<file path="config.mk">
export PLATFORM = sky130hd
export DESIGN_NAME = hall_key_rapid_trigger
export DESIGN_NICKNAME = d
export VERILOG_FILES = /design/src/hdl/hkrt_pkg.sv /design/src/hdl/hall_key_rapid_trigger.sv /design/src/hdl/hkrt_front.sv /design/src/hdl/hkrt_queue.sv /design/src/hdl/hkrt_back.sv
export SDC_FILE = /design/constraint.sdc
export NUM_CORES = 1
export LEC_CHECK = 0
export BUFFER_PORTS_ARGS = -buffer_cell sky130_fd_sc_hd__buf_2
export CORE_MARGIN = 3
export CORE_UTILIZATION = 60
export DETAILED_ROUTE_END_ITERATION = 7
export HOLD_SLACK_MARGIN = 0.15
export MAX_ROUTING_LAYER = met4
export PLACE_DENSITY_LB_ADDON = 0.12
export SLEW_MARGIN = 15
export SYNTH_ARGS = -nofsm -noshare
export SYNTH_HDL_FRONTEND = slang
export SYNTH_HIERARCHICAL = 1
export SYNTH_SLANG_ARGS = --single-unit
export TNS_END_PERCENT = 100
</file>
<file path="constraint.sdc">
create_clock -name i_clk -period 6.7 [get_ports i_clk]
set_clock_uncertainty 0.2 [all_clocks]
set_input_delay 0 -clock i_clk [delete_from_list [all_inputs] [get_ports i_clk]]
set_output_delay 0 -clock i_clk [all_outputs]
set_load 0.005 [all_outputs]
</file>
<file path="src/hdl/hkrt_pkg.sv">
package hkrt_pkg;

    localparam int ADC_BITS   = 12;
    localparam int FRAC_BITS  = 15;
    localparam int POS_W      = FRAC_BITS + 1;
    localparam int THR_W      = POS_W + 1;
    localparam int CFG_IDX_W  = 3;
    localparam int CFG_DATA_W = 16;
    localparam int Q_DEPTH    = 2;
    localparam int Q_PTR_W    = 1;
    localparam int Q_CNT_W    = 2;
    localparam int DIV_CNT_W  = $clog2(FRAC_BITS);
    localparam int IN_DATA_W  = 16;
    localparam int OUT_DATA_W = 24;

    localparam logic [POS_W-1:0] FULL_POS = POS_W'(1) << FRAC_BITS;

    localparam logic [CFG_IDX_W-1:0] CFG_CAL_LOW      = 3'd0;
    localparam logic [CFG_IDX_W-1:0] CFG_CAL_HIGH     = 3'd1;
    localparam logic [CFG_IDX_W-1:0] CFG_TRIGGER_MODE = 3'd2;
    localparam logic [CFG_IDX_W-1:0] CFG_ACTUATION    = 3'd3;
    localparam logic [CFG_IDX_W-1:0] CFG_HYSTERESIS   = 3'd4;
    localparam logic [CFG_IDX_W-1:0] CFG_RT_PRESS     = 3'd5;
    localparam logic [CFG_IDX_W-1:0] CFG_RT_RELEASE   = 3'd6;

    localparam logic MODE_TRADITIONAL = 1'b0;
    localparam logic MODE_RAPID       = 1'b1;

    localparam logic FUNC_SAMPLE  = 1'b0;
    localparam logic FUNC_RELEASE = 1'b1;

    typedef enum logic [1:0] {
        KIND_SAMPLE,
        KIND_ZERO,
        KIND_FULL,
        KIND_RELEASE
    } t_kind;

    typedef struct packed {
        t_kind                kind;
        logic [ADC_BITS-1:0]  num;
        logic [ADC_BITS-1:0]  den;
    } t_qentry;

    typedef struct packed {
        logic                 mode;
        logic [POS_W-1:0]     actuation;
        logic [POS_W-1:0]     hysteresis;
        logic [POS_W-1:0]     press_delta;
        logic [POS_W-1:0]     release_delta;
    } t_key_cfg;

endpackage

</file>
<file path="src/hdl/hall_key_rapid_trigger.sv">
// Channel   Dir  Handshake               Payload (lowest bit up)
// s_axis    in   tvalid/tready           tdata: adc_sample[11:0], zero pad to 16
//                                        tuser: func
// m_axis    out  tvalid/tready           tdata: key_pressed, key_position[15:0], zero pad
// cfg       in   i_cfg_we                i_cfg_index selects register, i_cfg_data value
//
// In the back unit a sample that needs division goes through pick, 15 quotient
// steps of the bit-serial divider, and update. Release, rest and full-travel items
// skip the divider and go from pick to update. The back unit runs one item at a
// time; a two-entry queue lets s_axis keep accepting while it works, and the output
// register holds a result while m_axis stalls.
// Synchronous active-low reset restores the default registers and clears key state.
module hall_key_rapid_trigger (
    input  logic                             i_clk,
    input  logic                             i_rst_n,
    input  logic                             s_axis_tvalid,
    output logic                             s_axis_tready,
    input  logic [hkrt_pkg::IN_DATA_W-1:0]   s_axis_tdata,   // adc_sample, pad
    input  logic                             s_axis_tuser,   // func
    output logic                             m_axis_tvalid,
    input  logic                             m_axis_tready,
    output logic [hkrt_pkg::OUT_DATA_W-1:0]  m_axis_tdata,   // key_pressed, key_position, pad
    input  logic                             i_cfg_we,
    input  logic [hkrt_pkg::CFG_IDX_W-1:0]   i_cfg_index,
    input  logic [hkrt_pkg::CFG_DATA_W-1:0]  i_cfg_data
);
    import hkrt_pkg::*;

    logic [ADC_BITS-1:0] r_cal_low;
    logic [ADC_BITS-1:0] r_cal_high;
    logic                r_mode;
    logic [POS_W-1:0]    r_actuation;
    logic [POS_W-1:0]    r_hysteresis;
    logic [POS_W-1:0]    r_press_delta;
    logic [POS_W-1:0]    r_release_delta;

    t_key_cfg            w_cfg;
    logic                w_q_push;
    logic                w_q_full;
    logic                w_q_pop;
    logic                w_q_empty;
    t_qentry             w_push_entry;
    t_qentry             w_pop_entry;

    always_ff @(posedge i_clk) begin
        if (!i_rst_n) begin
            r_cal_low       <= '0;
            r_cal_high      <= ADC_BITS'(4095);
            r_mode          <= MODE_TRADITIONAL;
            r_actuation     <= POS_W'(16384);
            r_hysteresis    <= POS_W'(3277);
            r_press_delta   <= POS_W'(3277);
            r_release_delta <= POS_W'(3277);
        end else if (i_cfg_we) begin
            case (i_cfg_index)
                CFG_CAL_LOW:      r_cal_low       <= i_cfg_data[ADC_BITS-1:0];
                CFG_CAL_HIGH:     r_cal_high      <= i_cfg_data[ADC_BITS-1:0];
                CFG_TRIGGER_MODE: r_mode          <= i_cfg_data[0];
                CFG_ACTUATION:    r_actuation     <= i_cfg_data[POS_W-1:0];
                CFG_HYSTERESIS:   r_hysteresis    <= i_cfg_data[POS_W-1:0];
                CFG_RT_PRESS:     r_press_delta   <= i_cfg_data[POS_W-1:0];
                CFG_RT_RELEASE:   r_release_delta <= i_cfg_data[POS_W-1:0];
                default: begin
                end
            endcase
        end
    end

    assign w_cfg.mode          = r_mode;
    assign w_cfg.actuation     = r_actuation;
    assign w_cfg.hysteresis    = r_hysteresis;
    assign w_cfg.press_delta   = r_press_delta;
    assign w_cfg.release_delta = r_release_delta;

    hkrt_front u_front (
        .i_clk         (i_clk),
        .i_rst_n       (i_rst_n),
        .s_axis_tvalid (s_axis_tvalid),
        .s_axis_tready (s_axis_tready),
        .s_axis_tdata  (s_axis_tdata),
        .s_axis_tuser  (s_axis_tuser),
        .i_cal_low     (r_cal_low),
        .i_cal_high    (r_cal_high),
        .i_q_full      (w_q_full),
        .o_q_push      (w_q_push),
        .o_q_entry     (w_push_entry)
    );

    hkrt_queue u_queue (
        .i_clk   (i_clk),
        .i_rst_n (i_rst_n),
        .i_push  (w_q_push),
        .i_entry (w_push_entry),
        .o_full  (w_q_full),
        .i_pop   (w_q_pop),
        .o_entry (w_pop_entry),
        .o_empty (w_q_empty)
    );

    hkrt_back u_back (
        .i_clk         (i_clk),
        .i_rst_n       (i_rst_n),
        .i_cfg         (w_cfg),
        .i_q_empty     (w_q_empty),
        .i_q_entry     (w_pop_entry),
        .o_q_pop       (w_q_pop),
        .m_axis_tvalid (m_axis_tvalid),
        .m_axis_tready (m_axis_tready),
        .m_axis_tdata  (m_axis_tdata)
    );

endmodule

</file>
<file path="src/hdl/hkrt_front.sv">
module hkrt_front (
    input  logic                           i_clk,
    input  logic                           i_rst_n,
    input  logic                           s_axis_tvalid,
    output logic                           s_axis_tready,
    input  logic [hkrt_pkg::IN_DATA_W-1:0] s_axis_tdata,
    input  logic                           s_axis_tuser,
    input  logic [hkrt_pkg::ADC_BITS-1:0]  i_cal_low,
    input  logic [hkrt_pkg::ADC_BITS-1:0]  i_cal_high,
    input  logic                           i_q_full,
    output logic                           o_q_push,
    output hkrt_pkg::t_qentry              o_q_entry
);
    import hkrt_pkg::*;

    logic                r_valid;
    t_qentry             r_entry;
    t_qentry             n_entry;
    logic [ADC_BITS-1:0] w_adc;
    logic                w_accept;

    assign w_adc         = s_axis_tdata[ADC_BITS-1:0];
    assign o_q_push      = r_valid && !i_q_full;
    assign s_axis_tready = !r_valid || !i_q_full;
    assign w_accept      = s_axis_tvalid && s_axis_tready;
    assign o_q_entry     = r_entry;

    // classify: release, at or below rest or bad calibration, at or beyond full, or divide
    always_comb begin
        n_entry.num  = w_adc - i_cal_low;
        n_entry.den  = i_cal_high - i_cal_low;
        if (s_axis_tuser == FUNC_RELEASE) begin
            n_entry.kind = KIND_RELEASE;
        end else if (i_cal_high <= i_cal_low || w_adc <= i_cal_low) begin
            n_entry.kind = KIND_ZERO;
        end else if (w_adc >= i_cal_high) begin
            n_entry.kind = KIND_FULL;
        end else begin
            n_entry.kind = KIND_SAMPLE;
        end
    end

    always_ff @(posedge i_clk) begin
        if (!i_rst_n) begin
            r_valid <= 1'b0;
        end else if (w_accept) begin
            r_valid <= 1'b1;
        end else if (o_q_push) begin
            r_valid <= 1'b0;
        end
        if (w_accept) begin
            r_entry <= n_entry;
        end
    end

endmodule

</file>
<file path="src/hdl/hkrt_queue.sv">
module hkrt_queue (
    input  logic              i_clk,
    input  logic              i_rst_n,
    input  logic              i_push,
    input  hkrt_pkg::t_qentry i_entry,
    output logic              o_full,
    input  logic              i_pop,
    output hkrt_pkg::t_qentry o_entry,
    output logic              o_empty
);
    import hkrt_pkg::*;

    t_qentry              r_mem [Q_DEPTH];
    logic [Q_PTR_W-1:0]   r_wr_ptr;
    logic [Q_PTR_W-1:0]   r_rd_ptr;
    logic [Q_CNT_W-1:0]   r_count;
    logic                 w_push;
    logic                 w_pop;

    assign o_full  = (r_count == Q_CNT_W'(Q_DEPTH));
    assign o_empty = (r_count == '0);
    assign w_push  = i_push && !o_full;
    assign w_pop   = i_pop && !o_empty;
    assign o_entry = r_mem[r_rd_ptr];

    always_ff @(posedge i_clk) begin
        if (!i_rst_n) begin
            r_wr_ptr <= '0;
            r_rd_ptr <= '0;
            r_count  <= '0;
        end else begin
            if (w_push) begin
                r_wr_ptr <= r_wr_ptr + 1'b1;
            end
            if (w_pop) begin
                r_rd_ptr <= r_rd_ptr + 1'b1;
            end
            if (w_push && !w_pop) begin
                r_count <= r_count + 1'b1;
            end else if (w_pop && !w_push) begin
                r_count <= r_count - 1'b1;
            end
        end
        if (w_push) begin
            r_mem[r_wr_ptr] <= i_entry;
        end
    end

endmodule

</file>
<file path="src/hdl/hkrt_back.sv">
module hkrt_back (
    input  logic                            i_clk,
    input  logic                            i_rst_n,
    input  hkrt_pkg::t_key_cfg              i_cfg,
    input  logic                            i_q_empty,
    input  hkrt_pkg::t_qentry               i_q_entry,
    output logic                            o_q_pop,
    output logic                            m_axis_tvalid,
    input  logic                            m_axis_tready,
    output logic [hkrt_pkg::OUT_DATA_W-1:0] m_axis_tdata
);
    import hkrt_pkg::*;

    typedef enum logic [1:0] {
        ST_IDLE,
        ST_DIV,
        ST_UPD
    } t_state;

    t_state                r_state;
    t_kind                 r_kind;
    logic [ADC_BITS-1:0]   r_rem;
    logic [ADC_BITS-1:0]   r_den;
    logic [FRAC_BITS-1:0]  r_quo;
    logic [DIV_CNT_W-1:0]  r_cnt;
    logic [POS_W-1:0]      r_pos;
    logic                  r_pressed;
    logic [POS_W-1:0]      r_peak;
    logic [POS_W-1:0]      r_valley;
    logic                  r_out_valid;
    logic                  r_out_pressed;
    logic [POS_W-1:0]      r_out_pos;

    logic [ADC_BITS:0]     w_rem2;
    logic                  w_ge;
    logic [ADC_BITS:0]     w_rem_sub;
    logic                  w_out_free;
    logic                  n_pressed;
    logic [POS_W-1:0]      n_peak;
    logic [POS_W-1:0]      n_valley;
    logic [POS_W-1:0]      w_peak_max;
    logic [POS_W-1:0]      w_valley_min;

    assign o_q_pop       = (r_state == ST_IDLE) && !i_q_empty;
    assign w_out_free    = !r_out_valid || m_axis_tready;
    assign m_axis_tvalid = r_out_valid;
    assign m_axis_tdata  = {(OUT_DATA_W - POS_W - 1)'(0), r_out_pos, r_out_pressed};

    // restoring division step: remainder stays below the divisor
    assign w_rem2    = {r_rem, 1'b0};
    assign w_ge      = (w_rem2 >= {1'b0, r_den});
    assign w_rem_sub = w_rem2 - {1'b0, r_den};

    assign w_peak_max   = (r_pos > r_peak) ? r_pos : r_peak;
    assign w_valley_min = (r_pos < r_valley) ? r_pos : r_valley;

    always_comb begin
        n_pressed = r_pressed;
        n_peak    = r_peak;
        n_valley  = r_valley;
        if (r_kind == KIND_RELEASE) begin
            n_pressed = 1'b0;
            n_peak    = '0;
            n_valley  = '0;
        end else if (i_cfg.mode == MODE_TRADITIONAL) begin
            if (!r_pressed) begin
                n_pressed = (r_pos >= i_cfg.actuation);
            end else if (({1'b0, r_pos} + {1'b0, i_cfg.hysteresis})
                         < {1'b0, i_cfg.actuation}) begin
                n_pressed = 1'b0;
            end
        end else if (r_pos == '0 || r_pos >= FULL_POS) begin
            n_peak    = r_pos;
            n_valley  = r_pos;
            n_pressed = (r_pos != '0);
        end else if (r_pressed) begin
            n_peak = w_peak_max;
            if (({1'b0, r_pos} + {1'b0, i_cfg.release_delta}) < {1'b0, w_peak_max}) begin
                n_pressed = 1'b0;
                n_valley  = r_pos;
            end
        end else begin
            n_valley = w_valley_min;
            if ({1'b0, r_pos} > ({1'b0, w_valley_min} + {1'b0, i_cfg.press_delta})) begin
                n_pressed = 1'b1;
                n_peak    = r_pos;
            end
        end
    end

    always_ff @(posedge i_clk) begin
        if (!i_rst_n) begin
            r_state     <= ST_IDLE;
            r_pressed   <= 1'b0;
            r_peak      <= '0;
            r_valley    <= '0;
            r_out_valid <= 1'b0;
        end else begin
            if (r_state == ST_UPD && w_out_free) begin
                r_out_valid <= 1'b1;
            end else if (m_axis_tready) begin
                r_out_valid <= 1'b0;
            end
            case (r_state)
                ST_IDLE: begin
                    if (!i_q_empty) begin
                        r_kind <= i_q_entry.kind;
                        r_rem  <= i_q_entry.num;
                        r_den  <= i_q_entry.den;
                        r_cnt  <= '0;
                        case (i_q_entry.kind)
                            KIND_SAMPLE: begin
                                r_state <= ST_DIV;
                            end
                            KIND_FULL: begin
                                r_pos   <= FULL_POS;
                                r_state <= ST_UPD;
                            end
                            default: begin
                                r_pos   <= '0;
                                r_state <= ST_UPD;
                            end
                        endcase
                    end
                end
                ST_DIV: begin
                    r_rem <= w_ge ? w_rem_sub[ADC_BITS-1:0] : w_rem2[ADC_BITS-1:0];
                    r_quo <= {r_quo[FRAC_BITS-2:0], w_ge};
                    r_cnt <= r_cnt + 1'b1;
                    if (r_cnt == DIV_CNT_W'(FRAC_BITS - 1)) begin
                        r_pos   <= {1'b0, r_quo[FRAC_BITS-2:0], w_ge};
                        r_state <= ST_UPD;
                    end
                end
                ST_UPD: begin
                    if (w_out_free) begin
                        r_pressed     <= n_pressed;
                        r_peak        <= n_peak;
                        r_valley      <= n_valley;
                        r_out_pressed <= n_pressed;
                        r_out_pos     <= r_pos;
                        r_state       <= ST_IDLE;
                    end
                end
                default: begin
                    r_state <= ST_IDLE;
                end
            endcase
        end
    end

endmodule

</file>
==> results_dict.tcl, run 1 <==
set metrics [dict create \
    initial_core_util_pct 61.6 \
    crit_required_ps 6950 \
    fmaxAchievable_mhz 162 \
    totalWireLength_um 42200 \
    edff_count_synth 155 \
    detail_route.vias_per_cell 5.86 \
    row_count 61 \
    areaGrowthSynthToFinish_pct 13.9 \
    h-tree-depth 1 \
    number_of_antenna_violations_at_the_first_check_in_global_routing 0 \
    track_usage_pct 27.8 \
    die-height_um 176 \
    power_density_nw_per_um2 314 \
    clock_sink_count 286 \
    type_of_element_launching_the_critical_path "flip-flop" \
    reg2reg_slack_ps 530 \
    clock_power_share_pct 27.3 \
    grt_pass1_wl_um 66600 \
    die_outline_width_um 176 \
    highest_net_fanout_along_the_worst_path 14 \
    critical_path.max_stage_delay_ps 390 \
    synth_warnings 6 \
    timing.max_slew.rel_slack_pct 24.7 \
    first_pass_iters 5 \
    clock_latency_ps 560 \
    critPathCaptureType "flip-flop" \
    sequential_cell_area_um2 7280 \
    route.vias.total 13100 \
    ys_seq_elements 286 \
    power.share.combinational_pct 37.3 \
    routedWlPerCell_um 18.9 \
    fin_crit_ps 6170 \
    unrepaired_setup_endpoints_after_global_routing "false" \
    netlist.top_cell.by_area "sky130_fd_sc_hd__edfxtp_1" \
    grt_max_degree 86 \
    max-vdd-ir-drop_mv 0.207 \
    synth_flop_cell "sky130_fd_sc_hd__edfxtp_1" \
    mean_post_synth_cell_area_um2 10.2 \
    timing.final.hold_violations 0 \
    placement.io_buffers 55 \
    fillers 2123 \
    numCtsBuffers 30 \
    grt_pass1_vias 12600 \
    antennaDiodeCount 0 \
    critPathArrivalTime_ps 6420 \
    yosys.area.top_type_share_pct 26.9 \
    fp.dieArea_um2 30900 \
    gr-total-overflow 0 \
    netSwitchingPower_mw 2.14 \
    critical_path.slowest_cell "sky130_fd_sc_hd__edfxtp_1" \
    synth_most_common_cell "sky130_fd_sc_hd__ha_1" \
    worst_hold_check_slack_ps 163 \
    outcome "finished clean" \
    post-dp-hpwl_um 29800 \
    cellInternalPower_mw 4.04 \
    boundary_pins 67 \
    nets 2068 \
    drtAntennaViolNets 0 \
    drv.max_cap_violation_count 0 \
    leakage_nw 8.15 \
    finalCritPeriodShare_pct 92.1 \
    share_of_power_burned_in_registers_pct 35.4 \
    timing_worst_setup_path_type "reg2reg" \
    leading_post_synthesis_cells_by_cell_area "sky130_fd_sc_hd__edfxtp_1 27%, sky130_fd_sc_hd__dfxtp_1 15%, sky130_fd_sc_hd__ha_1 14%, sky130_fd_sc_hd__mux2i_1 6.4%, sky130_fd_sc_hd__nand2_1 3.4%" \
    cts_root_buf "sky130_fd_sc_hd__clkbuf_16" \
    worstHoldPathType "in2reg" \
    fp.coreArea_um2 28100 \
    async_set_or_reset_register_ratio_after_synthesis_pct 0 \
    post_synth_most_frequent_cells "192 x sky130_fd_sc_hd__ha_1, 157 x sky130_fd_sc_hd__nand2_1, 155 x sky130_fd_sc_hd__edfxtp_1, 131 x sky130_fd_sc_hd__dfxtp_1, 111 x sky130_fd_sc_hd__mux2i_1" \
    switching_share_pct 34.6 \
    multi_input_comb_area_um2 9410 \
    clk_path_buf_depth 3 \
    syn-instance-count 1700 \
    totalNegativeSetupSlack_ps 0 \
    slew_viol_final 0 \
    initial_detailed_routing_violation_count 1090 \
    tritoncts "built" \
    final_routed_drc_violation_total 0 \
    synth_seq_area_share_pct 42.0 \
    setup_viol 0 \
    final_layout_size_suffix_gt1_share_pct 10.4 \
    place_congestion 0.918 \
    synth.cell_area_um2 17300 \
    netlist-cell-type-count 79 \
    transition_time_at_the_pin_with_the_least_slew_margin_ps 1130 \
    cts.reportedPaths.clkPinSlew_ps 60 \
]
-- cell usage in the layout, fill, tap and decap left out, types with 11 or more instances in the layout --
| cell | count |
|---|---|
| sky130_fd_sc_hd__nand2b_1 | 21 |
| sky130_fd_sc_hd__clkbuf_16 | 30 |
| sky130_fd_sc_hd__mux2i_1 | 111 |
| sky130_fd_sc_hd__o21ai_0 | 68 |
| sky130_fd_sc_hd__o211ai_1 | 11 |
| sky130_fd_sc_hd__a21o_1 | 43 |
| sky130_fd_sc_hd__nand2_1 | 157 |
| sky130_fd_sc_hd__inv_1 | 106 |
| sky130_fd_sc_hd__dfxtp_1 | 131 |
| sky130_fd_sc_hd__mux2_2 | 30 |
| sky130_fd_sc_hd__ha_1 | 192 |
| sky130_fd_sc_hd__nor3_1 | 21 |
| sky130_fd_sc_hd__dlygate4sd3_1 | 65 |
| sky130_fd_sc_hd__nor2_1 | 90 |
| sky130_fd_sc_hd__buf_2 | 54 |
| sky130_fd_sc_hd__nand4_1 | 19 |
| sky130_fd_sc_hd__xnor2_1 | 36 |
| sky130_fd_sc_hd__edfxtp_1 | 155 |
| sky130_fd_sc_hd__a31oi_1 | 15 |
| sky130_fd_sc_hd__a211oi_1 | 15 |
| sky130_fd_sc_hd__nor2b_1 | 68 |
| sky130_fd_sc_hd__buf_4 | 31 |
| sky130_fd_sc_hd__a22o_1 | 32 |
| sky130_fd_sc_hd__a21oi_1 | 107 |
| sky130_fd_sc_hd__and2_1 | 24 |
| sky130_fd_sc_hd__nand3_1 | 30 |
| sky130_fd_sc_hd__xor2_1 | 26 |
-- layer usage --
metal	global-route usage (%)	vias to the layer above	part of all wire [%]
met2	42.3	349	44
li1	-	6418	-
met1	39.6	6230	48
met4	7.79	0	2.8
met5	-	-	0
met3	3.31	87	5.2
-- critical path: cells and delay by family (launching register included) --
family / cells / cell delay (ps)
AO/OA/AOI/OAI: 12 / 2420
XOR/XNOR: 1 / 210
adder cells (fa/ha/maj): 3 / 950
buffers and inverters: 2 / 390
flip-flops: 1 / 390
AND/OR/NAND/NOR: 9 / 1500
-- layout make-up --
type	instances	area share [%]
tap	378	2.40
timing repair buffer	150	5.85
clock inverter	16	1.03
inverter	107	2.04
clock buffer	40	4.05
sequential	286	36.9
multi-input combinational	1254	47.7
-- metrics by stage --
step	area, um^2	utilization, %	std cells	setup WS, ps	power, mW
floorplan	17300	-	1706	929	3.86
global placement	18000	64.1	2109	295	4.38
detailed placement	18000	64.1	2109	179	4.45
CTS	19700	70.0	2230	145	6.18
global route	19700	70.2	2231	44.6	6.56
finish	19700	70.2	2231	527	6.18
-- kinds of logic after synthesis --
group / synth area share, %
mux: 8.37
xor+xnor: 3.14
flops: 42.0
simple gates: 14.4
other cells: 0.0217
fa+ha+maj: 14.6
buf+inv: 4.13
compound gates: 13.4
-- final timing paths --
path | startpoint | endpoint | cells after the start
setup / recovery | u_back/r_pos[2]$_SDFFCE_PN0P_ | u_back/r_peak[10]$_SDFFE_PN0P_ | 27
hold / removal | i_cfg_data[0] | r_release_delta[0]$_SDFFE_PN1P_ | 4
setup reg to reg | u_back/r_pos[2]$_SDFFCE_PN0P_ | u_back/r_peak[10]$_SDFFE_PN0P_ | 27
hold reg to reg | u_front/o_q_entry[25]$_SDFFCE_PP1P_ | u_queue/r_mem[1][25]$_DFFE_PP_ | 0
-- flip-flops by register name, indices dropped and copies added (netlist names), 14 cells and up, named ones only --
signal / cells
r_press_delta: 16
u_back/r_valley: 16
u_front/o_q_entry: 26
u_back/r_peak: 16
u_back/r_out_pos: 16
u_back/r_quo: 14
r_actuation: 16
r_hysteresis: 16
u_back/r_pos: 16
r_release_delta: 16
u_queue/r_mem: 52
-- repair_timing --
item / CTS / global route
gates resized for setup: 0 / 7
buffers inserted: 0 / 1
endpoints found under the hold margin: 129 / 0
endpoints found under the setup margin: 0 / 17
hold buffers: 65 / 0
-- power by group through the flow --
stage / clock network (mW) / logic (mW) / registers (mW)
floorplan: 0 / 1.62 / 2.24
global placement: 0 / 2.16 / 2.21
detailed placement: 0 / 2.23 / 2.22
CTS: 1.71 / 2.28 / 2.19
global route: 1.78 / 2.58 / 2.20
finish: 1.69 / 2.31 / 2.19
Power figures use the tool's default switching activity.
==> run 2: changes to the inputs <==
--- a/config.mk
+++ b/config.mk
@@ -5,10 +5,10 @@
 export SDC_FILE = /design/constraint.sdc
 export NUM_CORES = 1
 export LEC_CHECK = 0
-export BUFFER_PORTS_ARGS = -buffer_cell sky130_fd_sc_hd__buf_2
 export CORE_MARGIN = 3
 export CORE_UTILIZATION = 60
 export DETAILED_ROUTE_END_ITERATION = 7
+export DONT_BUFFER_PORTS = 1
 export HOLD_SLACK_MARGIN = 0.15
 export MAX_ROUTING_LAYER = met4
 export PLACE_DENSITY_LB_ADDON = 0.12
==> run 2 against run 1 <==
Combinational power about the same. Critical endpoint is now u_back/r_peak[8]$_SDFFE_PN0P_. Highest routed layer unchanged. Flip-flop and latch count unchanged. Worst hold slack improved by 15 ps. Worst setup slack got worse by 91 ps. Cell area increased by 0.12%. Global-route usage increased by 0.59 points. Cell count decreased by 1.4%.
==> results_dict.tcl, run 2 (synthesized netlist as in run 1, its figures left out) <==
set metrics [dict create \
    fp.coreArea_um2 28100 \
    clk_path_buf_depth 3 \
    fp.dieArea_um2 30900 \
    nets 2037 \
    totalNegativeSetupSlack_ps 0 \
    routedWlPerCell_um 19.4 \
    first_pass_iters 5 \
    gr-total-overflow 0 \
    grt_max_degree 130 \
    boundary_pins 67 \
    post-dp-hpwl_um 29700 \
    unrepaired_setup_endpoints_after_global_routing "false" \
    max-vdd-ir-drop_mv 0.211 \
    timing.final.hold_violations 0 \
    slew_viol_final 0 \
    die_outline_width_um 176 \
    largest_register_ff_count 52 \
    initial_core_util_pct 61.6 \
    numCtsBuffers 31 \
    row_count 61 \
    worst_hold_check_slack_ps 178 \
    h-tree-depth 1 \
    crit_required_ps 7000 \
    fmaxAchievable_mhz 160 \
    track_usage_pct 28.4 \
    place_congestion 0.896 \
    initial_detailed_routing_violation_count 971 \
    drv.max_cap_violation_count 0 \
    grt_pass1_vias 12700 \
    number_of_antenna_violations_at_the_first_check_in_global_routing 1 \
    cts.reportedPaths.clkPinSlew_ps 60 \
    transition_time_at_the_pin_with_the_least_slew_margin_ps 1140 \
    dp_cells 2055 \
    drtAntennaViolNets 0 \
    route.vias.total 13100 \
    areaGrowthSynthToFinish_pct 14.0 \
    highest_net_fanout_along_the_worst_path 10 \
    layout.cells.most_common "sky130_fd_sc_hd__ha_1" \
    critPathArrivalTime_ps 6560 \
    clock_latency_ps 560 \
    detail_route.vias_per_cell 5.95 \
    layout.cells.non_filler 2200 \
    power_density_nw_per_um2 317 \
    outcome "finished clean" \
    final_routed_drc_violation_total 0 \
    clock_sink_count 286 \
    finalCritPeriodShare_pct 93.5 \
    grt_pass1_wl_um 68100 \
    timing_worst_setup_path_type "reg2reg" \
    type_of_element_launching_the_critical_path "flip-flop" \
    timing.max_slew.rel_slack_pct 23.4 \
    critPathCaptureType "flip-flop" \
    final_layout_size_suffix_gt1_share_pct 7.96 \
    postPlaceCellArea_um2 17800 \
    setup_viol 0 \
    layout_common_cells "192 x sky130_fd_sc_hd__ha_1, 157 x sky130_fd_sc_hd__nand2_1, 155 x sky130_fd_sc_hd__edfxtp_1, 131 x sky130_fd_sc_hd__dfxtp_1, 111 x sky130_fd_sc_hd__mux2i_1" \
    finalInstanceArea_um2 19700 \
    power_mw 6.26 \
    totalWireLength_um 42800 \
    cts.repair_timing.setup_buffer_count 0 \
    cts_root_buf "sky130_fd_sc_hd__clkbuf_16" \
    fin_crit_ps 6260 \
    die-height_um 176 \
    worstHoldPathType "in2reg" \
    leakage_nw 8.07 \
    tritoncts "built" \
    registers.top_by_ff_count "u_queue/r_mem" \
    placement.io_buffers 0 \
]
## run 2: changes by cell type in the layout (fill, tap and decap cells not counted), sizes merged
cell         before  now
clkinv            7    6
dlygate4sd3      65   87
diode             0    1
buf              85   31
clkbuf           40   38
clkinvlp          3    6
## run 2: cell type report
class | count | area (um^2)
antenna | 1 | 2.50
clock inverter | 18 | 198
fill | 2138 | 8350
sequential | 286 | 7280
tap | 378 | 473
inverter | 107 | 402
clock buffer | 38 | 852
multi-input combinational | 1254 | 9400
timing repair buffer | 118 | 1130
## run 2: where the power goes
part	switching (mW)	internal [mW]
combinational	1.35	0.963
clock	0.703	1.05
sequential	0.101	2.09
## run 2: worst paths after layout
check                                  from                           endpoint  slack [ps]  cells past startpoint
max          u_back/r_pos[12]$_SDFFCE_PN0P_      u_back/r_peak[8]$_SDFFE_PN0P_         440                     27
min                           m_axis_tready  u_back/m_axis_tvalid$_SDFFE_PN0P_         180                      3
max reg2reg  u_back/r_pos[12]$_SDFFCE_PN0P_      u_back/r_peak[8]$_SDFFE_PN0P_         440                     27
min reg2reg       u_back/r_quo[7]$_DFFE_PP_          u_back/r_quo[8]$_DFFE_PP_         250                      0
## run 2: worst max-delay path, cell delays in order (launching register included)
cell                        delay [ps]
sky130_fd_sc_hd__edfxtp_1          400
sky130_fd_sc_hd__ha_1              340
sky130_fd_sc_hd__a2111oi_0         410
sky130_fd_sc_hd__o21ai_0           160
sky130_fd_sc_hd__nand3_1           130
sky130_fd_sc_hd__and2_1            220
sky130_fd_sc_hd__buf_4             180
sky130_fd_sc_hd__nor2_1             40
sky130_fd_sc_hd__a21o_1            170
sky130_fd_sc_hd__ha_1              280
sky130_fd_sc_hd__a21o_1            180
sky130_fd_sc_hd__a21oi_1           260
sky130_fd_sc_hd__o211ai_1          200
sky130_fd_sc_hd__a31oi_1           250
sky130_fd_sc_hd__a21oi_1           130
sky130_fd_sc_hd__a21o_1            200
sky130_fd_sc_hd__a21oi_1           170
sky130_fd_sc_hd__xor2_1            160
sky130_fd_sc_hd__ha_1              250
sky130_fd_sc_hd__and3_1            210
sky130_fd_sc_hd__nand3_1           100
sky130_fd_sc_hd__nor3_1             60
sky130_fd_sc_hd__nor4bb_1          270
sky130_fd_sc_hd__o211ai_1          250
sky130_fd_sc_hd__a31oi_2           320
sky130_fd_sc_hd__and3_4            330
sky130_fd_sc_hd__buf_4             190
sky130_fd_sc_hd__a22o_1            130
## run 2: repair_timing
| item | 4_1_cts | 5_1_grt |
|---|---|---|
| setup endpoints to repair | 0 | 17 |
| resized for setup | 0 | 7 |
| hold endpoints to repair | 248 | 0 |
| hold buffers | 88 | 0 |
## run 2: routing by layer
metal / GRT usage (%) / vias up / share of wire, %
met5: - / - / 0
met4: 7.52 / 0 / 2.8
met3: 2.64 / 83 / 5.7
met2: 43.8 / 427 / 44
met1: 40.5 / 6214 / 47
li1: - / 6355 / -
## run 2: metrics by stage
step	utilization, %	setup WS [ps]
3_3_place_gp	63.2	426
5_1_grt	70.3	18.9
2_1_floorplan	-	929
6_report	70.3	436
4_1_cts	70.1	236
3_5_place_dp	63.2	270
==> run 3: changes to the inputs <==
--- a/config.mk
+++ b/config.mk
@@ -12,6 +12,7 @@
 export HOLD_SLACK_MARGIN = 0.15
 export MAX_ROUTING_LAYER = met4
 export PLACE_DENSITY_LB_ADDON = 0.12
+export RECOVER_POWER = 50
 export SLEW_MARGIN = 15
 export SYNTH_ARGS = -nofsm -noshare
 export SYNTH_HDL_FRONTEND = slang
==> run 3 against run 2 <==
The flow now finishes with violations (capacitance limit, slew limit). Worst setup slack improved by 12 ps. Worst hold slack improved by 12 ps. Sequential power about the same. First-iteration DRC count decreased by 14%. Total power decreased by 0.32%. Register-to-register slack about the same. Fmax increased by 0.19%. Combinational power about the same. Critical endpoint unchanged. Largest cell class unchanged. Largest power group unchanged. Highest routed layer unchanged.
==> results_dict.tcl, run 3 (synthesized netlist as in run 1, its figures left out) <==
set metrics [dict create \
    outcome "finished with violations" \
    violations "capacitance limit, slew limit" \
    totalNegativeSetupSlack_ps 0 \
    totalWireLength_um 42900 \
    setup_viol 0 \
    critPathArrivalTime_ps 6550 \
    registers.top_by_ff_count "u_queue/r_mem" \
    fp.dieArea_um2 30900 \
    share_of_power_burned_in_registers_pct 35.1 \
    critPathCaptureType "flip-flop" \
    power.share.combinational_pct 36.7 \
    drtAntennaViolNets 0 \
    leakage_nw 7.98 \
    slew_viol_final 11 \
    clock_sink_count 286 \
    clk_path_buf_depth 3 \
    reg2reg_slack_ps 450 \
    detail_route.vias_per_cell 5.96 \
    fillers 2161 \
    timing.final.hold_violations 0 \
    initial_detailed_routing_violation_count 835 \
    worstHoldPathType "in2reg" \
    first_pass_iters 5 \
    post-dp-hpwl_um 29700 \
    tritoncts "built" \
    cts.reportedPaths.clkPinSlew_ps 60 \
    numCtsBuffers 31 \
    final_layout_size_suffix_gt1_share_pct 6.53 \
    number_of_antenna_violations_at_the_first_check_in_global_routing 1 \
    final_routed_drc_violation_total 0 \
    unrepaired_setup_endpoints_after_global_routing "false" \
    finalInstanceArea_um2 19600 \
    place_congestion 0.896 \
    highest_net_fanout_along_the_worst_path 10 \
    fmaxAchievable_mhz 160 \
    max-vdd-ir-drop_mv 0.211 \
    timing_worst_setup_path_type "reg2reg" \
    nets 2037 \
    clock_latency_ps 560 \
    placement.io_buffers 0 \
    cts.repair_timing.setup_buffer_count 0 \
    row_count 61 \
    finalCritPeriodShare_pct 93.3 \
    areaGrowthSynthToFinish_pct 13.4 \
    track_usage_pct 28.4 \
    cts_root_buf "sky130_fd_sc_hd__clkbuf_16" \
    layout.cells.most_common "sky130_fd_sc_hd__ha_1" \
    netSwitchingPower_mw 2.16 \
    route.vias.total 13100 \
    grt_pass1_vias 12700 \
    clock_power_share_pct 28.2 \
    initial_core_util_pct 61.6 \
    cellInternalPower_mw 4.08 \
    drv.max_cap_violation_count 2 \
    gr-total-overflow 0 \
    h-tree-depth 1 \
    postPlaceCellArea_um2 17800 \
    routedWlPerCell_um 19.5 \
    crit_required_ps 7000 \
    grt_pass1_wl_um 68100 \
    grt_max_degree 130 \
    boundary_pins 67 \
    transition_time_at_the_pin_with_the_least_slew_margin_ps 3010 \
    die-height_um 176 \
    layout_common_cells "192 x sky130_fd_sc_hd__ha_1, 157 x sky130_fd_sc_hd__nand2_1, 155 x sky130_fd_sc_hd__edfxtp_1, 131 x sky130_fd_sc_hd__dfxtp_1, 111 x sky130_fd_sc_hd__mux2i_1" \
    switching_share_pct 34.6 \
    fin_crit_ps 6250 \
    fp.coreArea_um2 28100 \
    critical_path.max_stage_delay_ps 390 \
    power_density_nw_per_um2 318 \
    type_of_element_launching_the_critical_path "flip-flop" \
    critical_path.slowest_cell "sky130_fd_sc_hd__edfxtp_1" \
    timing.max_slew.rel_slack_pct -103 \
    die_outline_width_um 176 \
    largest_register_ff_count 52 \
]
run 3: changes by cell type in the layout (fill, tap and decap cells not counted), sizes merged:
| cell | delta |
|---|---|
| clkbuf | +19 |
| buf | -19 |
run 3: layout make-up:
class | count | area [um^2] | area share [%]
multi-input cells | 1254 | 9380 | 47.8
flip-flops and latches | 286 | 7280 | 37.0
repair buffers | 118 | 1060 | 5.38
clock buffers | 38 | 852 | 4.34
well taps | 378 | 473 | 2.41
inverters | 107 | 402 | 2.04
clock inverters | 18 | 198 | 1.01
diodes | 1 | 2.50 | 0.0127
run 3: worst max-delay path, delay by kind of cell (launching register included):
| family | cells | cell delay [ps] |
|---|---|---|
| buffers and inverters | 2 | 360 |
| AO/OA/AOI/OAI | 13 | 2800 |
| adder cells (fa/ha/maj) | 3 | 870 |
| flip-flops | 1 | 390 |
| AND/OR/NAND/NOR | 8 | 1360 |
| XOR/XNOR | 1 | 170 |
run 3: routing by layer:
| layer | wire length [um] | track usage, % | up-vias |
|---|---|---|---|
| met1 | 20400 | 40.5 | 6262 |
| met2 | 19000 | 43.8 | 409 |
| met5 | 0 | - | - |
| li1 | - | - | 6350 |
| met4 | 1160 | 7.52 | 0 |
| met3 | 2290 | 2.64 | 83 |
run 3: power groups by stage:
stage                     Clock [mW]  Combinational (mW)  Sequential [mW]
after CTS                       1.78                2.29             2.19
after floorplan                    0                1.62             2.24
after detailed placement           0                2.20             2.22
after global routing            1.85                2.56             2.21
after global placement             0                2.13             2.22
final                           1.76                2.29             2.19
run 3: final timing paths:
path,depth (start not counted),end,start
setup reg to reg,27,u_back/r_peak[8]$_SDFFE_PN0P_,u_back/r_pos[12]$_SDFFCE_PN0P_
setup / recovery,27,u_back/r_peak[8]$_SDFFE_PN0P_,u_back/r_pos[12]$_SDFFCE_PN0P_
hold / removal,3,r_cal_high[10]$_SDFFE_PN1P_,i_cfg_index[1]
hold reg to reg,0,u_queue/r_mem[0][8]$_DFFE_PP_,u_front/o_q_entry[8]$_DFFE_PP_
run 3: metrics by stage:
step / hold slack, ps / power, mW / setup WS, ps / utilization [%] / std cells
finish: 190 / 6.24 / 448 / 69.9 / 2200
global route: 191 / 6.61 / 20.2 / 69.9 / 2200
CTS: 151 / 6.26 / 236 / 70.1 / 2199
detailed placement: -61.0 / 4.43 / 270 / 63.2 / 2055
global placement: -68.6 / 4.35 / 426 / 63.2 / 2055
floorplan: -86.2 / 3.86 / 929 / - / 1706
run 3: repair_timing:
item	in CTS	in global routing
endpoints found under the hold margin	248	0
endpoints found under the setup margin	0	17
hold buffers	88	0
resized for setup	0	7
